## config.mk

```make
export PLATFORM = sky130hd
export DESIGN_NAME = sorted_list_merge_core
export DESIGN_NICKNAME = d
export VERILOG_FILES = /design/src/rtl/slm_pkg.sv /design/src/rtl/sorted_list_merge_core.sv /design/src/rtl/slm_ram.sv
export VERILOG_INCLUDE_DIRS = /design/src /design/src/rtl
export SDC_FILE = /design/constraint.sdc
export NUM_CORES = 2
export LEC_CHECK = 0
export BUFFER_PORTS_ARGS = -buffer_cell sky130_fd_sc_hd__buf_4
export CAP_MARGIN = 20
export CORE_ASPECT_RATIO = 0.75
export CORE_MARGIN = 2
export CORE_UTILIZATION = 40
export DETAILED_ROUTE_END_ITERATION = 12
export PLACE_DENSITY = 0.53
export SETUP_SLACK_MARGIN = 0.4
export SYNTH_ARGS = -nofsm -noshare
export SYNTH_HDL_FRONTEND = slang
export SYNTH_SLANG_ARGS = --single-unit
export TNS_END_PERCENT = 10
```

## constraint.sdc

```tcl
create_clock -name clock -period 6.3 [get_ports clock]
set_input_delay 1.575 -clock clock [delete_from_list [all_inputs] [get_ports clock]]
set_output_delay 1.575 -clock clock [all_outputs]
set_load 0.02 [all_outputs]
```

## src/rtl/sorted_list_merge_core_macros.svh

```systemverilog
// Assertion macros for the sorted list merge core.
`ifndef SORTED_LIST_MERGE_CORE_MACROS_SVH
`define SORTED_LIST_MERGE_CORE_MACROS_SVH

`ifndef NO_ASSERTIONS
`define SLM_ASSERT_SAME(label, clk, rst, ante, cons) \
   label: assert property (@(posedge clk) disable iff (rst) (ante) |-> (cons)) \
      else $error("sorted_list_merge_core: assertion failed");
`else
`define SLM_ASSERT_SAME(label, clk, rst, ante, cons)
`endif

`ifndef NO_ASSERTIONS
`define SLM_ASSERT_NEXT(label, clk, rst, ante, cons) \
   label: assert property (@(posedge clk) disable iff (rst) (ante) |=> (cons)) \
      else $error("sorted_list_merge_core: assertion failed");
`else
`define SLM_ASSERT_NEXT(label, clk, rst, ante, cons)
`endif

`endif

```

## src/rtl/slm_pkg.sv

```systemverilog
`timescale 1ns / 1ps

package slm_pkg;

   localparam int ListDepthDefault = 32;
   localparam int ValueWidth       = 32;

   localparam logic [1:0] ACTION_PUSH_FIRST  = 2'd0;
   localparam logic [1:0] ACTION_PUSH_SECOND = 2'd1;
   localparam logic [1:0] ACTION_RUN         = 2'd2;

   typedef struct packed {
      logic [1:0]                   action;
      logic signed [ValueWidth-1:0] value;
   } req_type;

   typedef struct packed {
      logic signed [ValueWidth-1:0] merged_value;
      logic                         is_last;
      logic                         dropped;
   } rsp_type;

endpackage

```

## src/rtl/sorted_list_merge_core.sv

```systemverilog
`timescale 1ns / 1ps
// Push: one request per idle cycle, no result, RAM written in that cycle.
// Run: first merged value passes the buffer read and response registers,
// then one value per cycle from the two buffer read ports while rsp_ready
// is high; a run holds off requests until its last value is registered.
// Synchronous reset empties both lists and clears the drop flag; buffer
// contents are not cleared and are never used before being written.
`include "sorted_list_merge_core_macros.svh"

module sorted_list_merge_core #(
   parameter int LIST_DEPTH = slm_pkg::ListDepthDefault
) (
   input  logic             clock,
   input  logic             reset,
   input  logic             req_valid,
   output logic             req_ready,
   input  slm_pkg::req_type req_payload,
   output logic             rsp_valid,
   input  logic             rsp_ready,
   output slm_pkg::rsp_type rsp_payload
);

   localparam int AW = (LIST_DEPTH > 1) ? $clog2(LIST_DEPTH) : 1;
   localparam int CW = $clog2(LIST_DEPTH + 1);

   typedef enum logic {
      ST_IDLE,
      ST_MERGE
   } state_type;

   state_type        state_ff, state_in;
   logic [CW-1:0]    cnt1_ff, cnt1_in, cnt2_ff, cnt2_in;
   logic [CW-1:0]    idx1_ff, idx1_in, idx2_ff, idx2_in;
   logic             overflow_ff, overflow_in;
   logic             run_drop_ff, run_drop_in;
   logic             rsp_valid_ff, rsp_valid_in;
   slm_pkg::rsp_type rsp_ff, rsp_in;

   logic                            req_fire, push1, push2, run_req;
   logic                            wr1_en, wr2_en, advance, take1, last;
   logic signed [slm_pkg::ValueWidth-1:0] head1, head2;

   assign req_ready = (state_ff == ST_IDLE);
   assign req_fire  = req_valid && req_ready;
   assign push1     = req_fire && (req_payload.action == slm_pkg::ACTION_PUSH_FIRST);
   assign push2     = req_fire && (req_payload.action == slm_pkg::ACTION_PUSH_SECOND);
   assign run_req   = req_fire && (req_payload.action == slm_pkg::ACTION_RUN);
   assign wr1_en    = push1 && (cnt1_ff < CW'(LIST_DEPTH));
   assign wr2_en    = push2 && (cnt2_ff < CW'(LIST_DEPTH));

   slm_ram #(
      .WIDTH      (slm_pkg::ValueWidth),
      .DEPTH      (LIST_DEPTH),
      .ADDR_WIDTH (AW)
   ) u_first_ram (
      .clock   (clock),
      .wr_en   (wr1_en),
      .wr_addr (cnt1_ff[AW-1:0]),
      .wr_data (req_payload.value),
      .rd_addr (idx1_in[AW-1:0]),
      .rd_data (head1)
   );

   slm_ram #(
      .WIDTH      (slm_pkg::ValueWidth),
      .DEPTH      (LIST_DEPTH),
      .ADDR_WIDTH (AW)
   ) u_second_ram (
      .clock   (clock),
      .wr_en   (wr2_en),
      .wr_addr (cnt2_ff[AW-1:0]),
      .wr_data (req_payload.value),
      .rd_addr (idx2_in[AW-1:0]),
      .rd_data (head2)
   );

   // first list goes out only on a strictly smaller head or an exhausted second list
   assign take1 = (idx1_ff < cnt1_ff) && ((idx2_ff >= cnt2_ff) || (head1 < head2));
   assign last  = take1 ? (((idx1_ff + CW'(1)) == cnt1_ff) && (idx2_ff == cnt2_ff))
                        : (((idx2_ff + CW'(1)) == cnt2_ff) && (idx1_ff == cnt1_ff));
   assign advance = (state_ff == ST_MERGE) && (!rsp_valid_ff || rsp_ready);

   always_comb begin
      state_in     = state_ff;
      cnt1_in      = cnt1_ff;
      cnt2_in      = cnt2_ff;
      idx1_in      = idx1_ff;
      idx2_in      = idx2_ff;
      overflow_in  = overflow_ff;
      run_drop_in  = run_drop_ff;
      rsp_valid_in = rsp_valid_ff && !rsp_ready;
      rsp_in       = rsp_ff;
      case (state_ff)
         ST_IDLE: begin
            if (push1) begin
               if (wr1_en) begin
                  cnt1_in = cnt1_ff + CW'(1);
               end else begin
                  overflow_in = 1'b1;
               end
            end
            if (push2) begin
               if (wr2_en) begin
                  cnt2_in = cnt2_ff + CW'(1);
               end else begin
                  overflow_in = 1'b1;
               end
            end
            if (run_req) begin
               run_drop_in = overflow_ff;
               overflow_in = 1'b0;
               if ((cnt1_ff != '0) || (cnt2_ff != '0)) begin
                  state_in = ST_MERGE;
               end
            end
         end
         ST_MERGE: begin
            if (advance) begin
               rsp_valid_in        = 1'b1;
               rsp_in.merged_value = take1 ? head1 : head2;
               rsp_in.is_last      = last;
               rsp_in.dropped      = run_drop_ff;
               if (take1) begin
                  idx1_in = idx1_ff + CW'(1);
               end else begin
                  idx2_in = idx2_ff + CW'(1);
               end
               if (last) begin
                  state_in = ST_IDLE;
                  idx1_in  = '0;
                  idx2_in  = '0;
                  cnt1_in  = '0;
                  cnt2_in  = '0;
               end
            end
         end
         default: begin
            state_in = ST_IDLE;
         end
      endcase
   end

   always_ff @(posedge clock) begin
      if (reset) begin
         state_ff     <= ST_IDLE;
         cnt1_ff      <= '0;
         cnt2_ff      <= '0;
         idx1_ff      <= '0;
         idx2_ff      <= '0;
         overflow_ff  <= 1'b0;
         run_drop_ff  <= 1'b0;
         rsp_valid_ff <= 1'b0;
      end else begin
         state_ff     <= state_in;
         cnt1_ff      <= cnt1_in;
         cnt2_ff      <= cnt2_in;
         idx1_ff      <= idx1_in;
         idx2_ff      <= idx2_in;
         overflow_ff  <= overflow_in;
         run_drop_ff  <= run_drop_in;
         rsp_valid_ff <= rsp_valid_in;
      end
      rsp_ff <= rsp_in;
   end

   assign rsp_valid   = rsp_valid_ff;
   assign rsp_payload = rsp_ff;

   `SLM_ASSERT_SAME(a_idx_in_range, clock, reset, 1'b1,
      (idx1_ff <= cnt1_ff) && (idx2_ff <= cnt2_ff))
   `SLM_ASSERT_SAME(a_merge_has_work, clock, reset, state_ff == ST_MERGE,
      (idx1_ff < cnt1_ff) || (idx2_ff < cnt2_ff))
   `SLM_ASSERT_NEXT(a_run_clears_flag, clock, reset, run_req, !overflow_ff)
   `SLM_ASSERT_NEXT(a_last_empties, clock, reset, advance && last,
      (cnt1_ff == '0) && (cnt2_ff == '0) && (state_ff == ST_IDLE))

endmodule

```

## src/rtl/slm_ram.sv

```systemverilog
`timescale 1ns / 1ps

module slm_ram #(
   parameter int WIDTH      = slm_pkg::ValueWidth,
   parameter int DEPTH      = slm_pkg::ListDepthDefault,
   parameter int ADDR_WIDTH = (DEPTH > 1) ? $clog2(DEPTH) : 1
) (
   input  logic                  clock,
   input  logic                  wr_en,
   input  logic [ADDR_WIDTH-1:0] wr_addr,
   input  logic [WIDTH-1:0]      wr_data,
   input  logic [ADDR_WIDTH-1:0] rd_addr,
   output logic [WIDTH-1:0]      rd_data
);

   logic [WIDTH-1:0] mem_ff [DEPTH];
   logic [WIDTH-1:0] rd_data_ff;

   always_ff @(posedge clock) begin
      if (wr_en) begin
         mem_ff[wr_addr] <= wr_data;
      end
      rd_data_ff <= mem_ff[rd_addr];
   end

   assign rd_data = rd_data_ff;

endmodule
```

==> flow_summary_export.csv <==
group,metric,value,unit
die,rows,146,
finish,multi_input_area,19630,sq um
finish,final_common_cell,"edfxtp_1",
critical_path,reg2reg_depth,14,
synth,synth_area,85100,sq um
die,core_area,211400,sq um
route,firstDrtPassIters,8,
timing,rsz0062_at_grt,"true",
min_path,hp-class,"flip-flop to flip-flop",
critical_path,r2r_start,"u_second_ram.rd_data[15]$_DFF_P_",
status,outcome,"complete, no violations",
timing,worst_pin_slew,1.223,ns
die,start_util,40.26,%
grt,grt_pass1_vias,48313,
critical_path,cpMostUsedCell,"nand3_1",
die,num_io_pins,74,
clock_network,post-cts-setup-buffers,0,
clock_network,clock-sinks,2174,
pwr,pwr_density_cell,302.1,nW/um^2
clock_network,cts_buffers,211,
critical_path,required,6.99,ns
finish,area.sequential,64360,sq um
route,num_vias,51186,
timing,min_period,5.843,ns
clock_network,htreeDepth,4,
route,drc,0,
min_path,worstHoldStart,"run_drop_ff$_SDFFE_PP0P_",
clock_network,cts_buffer_depth,4,
clock_network,clk_latency,0.87,ns
place,place_inst,8266,
route,wl,259.2,mm
finish,nets,5761,
synth,synth_edf_count,2082,
synth,synth_flop_cell,"edfxtp_1",
critical_path,rr_endpoint,"u_second_ram.rd_data[7]$_DFF_P_",
grt,grt_pass1_wl,367.7,mm
pwr,p_leak,31.43,nW
clock_network,cts_tree,"yes",
route,drtIter0Drc,7094,
finish,design_area,96810,sq um
min_path,hold-path-cell-count,0,
critical_path,crit_slowest_cell,"nor4_2",
timing,finClkSkew,0.04784,ns
die,die_h,403.4,um
grt,grt_start_max_net_pins,196,
grt,track_usage,23.55,%
timing,finalWorstSetupSlack,0.4568,ns
pwr,irDropWorstVdd,0.0002482,V
finish,drive_above_1_share,13.64,%
grt,grt_antenna_before_repair,23,
place,place_congestion,0.8337,
place,preCtsSetupSlack,0.1530,ns
critical_path,reg2reg_setup_slack,0.46,ns
clock_network,cts_hold_buf,0,
clock_network,cts-resized-gates,2,
clock_network,cts.clk_slew.worst_paths,0.07,ns
synth,ys_warn_count,0,
critical_path,worst-endpoint-arrival,6.53,ns
synth,synthDistinctLibCells,68,
grt,grt.overflow.total,0,
synth,synth_cells,5584,
clock_network,cts_root_buf,"clkbuf_16",
critical_path,path_max_fanout,195,
critical_path,worstSetupStartpointType,"flip-flop",
timing,fmax,0.1711,GHz
critical_path,cpPeakStageDelay,0.73,ns
timing,hold_violations,0,
die,die_x,536.6,um
timing,final.period_utilization,92.75,%
synth,ys_seq_area_share,75.63,%
synth,ys_ff_latch,2174,
run,maxCapViolCount,0,
min_path,min_to,"rsp_payload[0]$_DFFE_PP_",
critical_path,end_kind,"flip-flop",
finish,final_cell_mix,"edfxtp_1, nand2_1, nand3_1",
synth,async_flop_share,0,%
place,io_buffers,73,
critical_path,worstSetupPathType,"flip-flop to flip-flop",
route,wl_per_cell,29.94,um
synth,syn_avg_cell_area,15.24,sq um
finish,area_growth,13.77,%
synth,syn_nets,5675,
finish,fillers,18362,
place,place_area,90080,sq um
finish,final_cells,8656,
timing,maxSlewHeadroom,17.58,%
place,hpwlAfterDp,143.6,mm
timing,setup_viol,0,
timing,final_max_slew_viol_count,0,
route,final_antenna_net_count,0,
critical_path,crit_chain,"inv_1, ha_1, nand2_1, nor4_1, o311ai_0, a31oi_1, o211a_1, and3_1, or2_4, buf_12, nand3_1, nand3_1, o22ai_1, nor4_2",
die,die_area,216500,sq um
route,vias_per_cell,5.913,
==> flip-flops by register name, indices dropped and copies added (netlist names), 6 cells and up <==
signal                count
cnt2_ff                   6
u_first_ram.mem_ff     1024
u_second_ram.rd_data     32
u_second_ram.mem_ff    1024
cnt1_ff                   6
idx1_ff                   6
rsp_payload              34
u_first_ram.rd_data      32
idx2_ff                   6
==> worst max-delay path: cells and delay by family (launching register included) <==
kind	cells	cell delay, ns
and+or+nand+nor	7	2.31
DFF	1	0.52
AOI/OAI and AO/OA	4	1.47
adders and majority gates	1	0.31
buffers and inverters	2	0.60
==> cell families (layout without fill, tap and decap cells) <==
kind of cell / after synthesis / in the layout / synth area share (%)
xor gates and xnor gates: 20 / 20 / 0.2382
buffers and inverters: 441 / 692 / 2.120
muxes: 192 / 192 / 4.548
and+or+nand+nor: 1784 / 1784 / 9.350
AOI/OAI and AO/OA: 920 / 920 / 7.330
adders and majority gates: 53 / 53 / 0.7793
other: 0 / 9 / 0
DFF: 2174 / 2174 / 75.63
==> routing by layer <==
metal | global-route usage, % | vias up | routed length [um]
li1 | - | 21840 | -
met1 | 35.86 | 26818 | 115200
met2 | 35.26 | 2185 | 116600
met3 | 3.745 | 339 | 21190
met4 | 5.821 | 4 | 6190
met5 | 0 | - | 22
==> layout make-up <==
| cell class | instances | area share [%] |
|---|---|---|
| repair buffers | 253 | 2.518 |
| clock inverters | 98 | 0.8698 |
| clock buffers | 280 | 5.964 |
| diodes | 9 | 0.02326 |
| well taps | 2812 | 3.634 |
| inverters | 61 | 0.2365 |
| multi-input cells | 2969 | 20.27 |
| flip-flops and latches | 2174 | 66.48 |
==> through the flow <==
stage / hold WS, ns / util [%] / TNS (ns) / total power, mW
after CTS: 0.4450 / 45.76 / 0 / 29.42
after floorplan: 0.4076 / - / 0 / 16.60
after global routing: 0.4567 / 45.80 / 0 / 30.05
after global placement: 0.4303 / 42.55 / -0.5270 / 17.10
after detailed placement: 0.4294 / 42.62 / 0 / 17.11
final: 0.4379 / 45.81 / 0 / 29.24
==> Yosys cell counts (53+ instances only) <==
cell | count | share of area (%)
o22ai_1 | 125 | 0.92
edfxtp_1 | 2082 | 73
dfxtp_1 | 92 | 2.2
a21oi_1 | 362 | 2.1
nand2_1 | 954 | 4.2
inv_1 | 60 | 0.26
ha_1 | 53 | 0.78
a311o_1 | 124 | 1.5
nand3_1 | 429 | 2.5
and3_1 | 192 | 1.4
buf_2 | 71 | 0.42
clkbuf_1 | 246 | 1.1
mux4_2 | 155 | 4.1
nor2_1 | 115 | 0.51
==> worst max-delay path by stage <==
stage / start / endpoint / slack (ns) / cells past startpoint
finish: u_second_ram.rd_data[15]$_DFF_P_ / u_second_ram.rd_data[7]$_DFF_P_ / 0.46 / 14
floorplan: rsp_ready / u_first_ram.rd_data[22]$_DFF_P_ / 1.27 / 12
detailed placement: cnt1_ff[3]$_SDFFE_PP0P_ / u_second_ram.rd_data[9]$_DFF_P_ / 0.15 / 14
global placement: u_second_ram.rd_data[15]$_DFF_P_ / u_second_ram.rd_data[20]$_DFF_P_ / -0.22 / 14
global route: u_second_ram.rd_data[15]$_DFF_P_ / u_second_ram.rd_data[21]$_DFF_P_ / 0.28 / 15
CTS: u_second_ram.rd_data[15]$_DFF_P_ / u_second_ram.rd_data[6]$_DFF_P_ / 0.29 / 14
==> power breakdown <==
part / internal, mW / switching, mW / total (mW)
clock: 7.02 / 5.42 / 12.4
sequential: 15.9 / 0.0391 / 15.9
combinational: 0.211 / 0.684 / 0.895
total: 23.1 / 6.14 / 29.2
No activity file was read; power rests on OpenSTA's default activity.
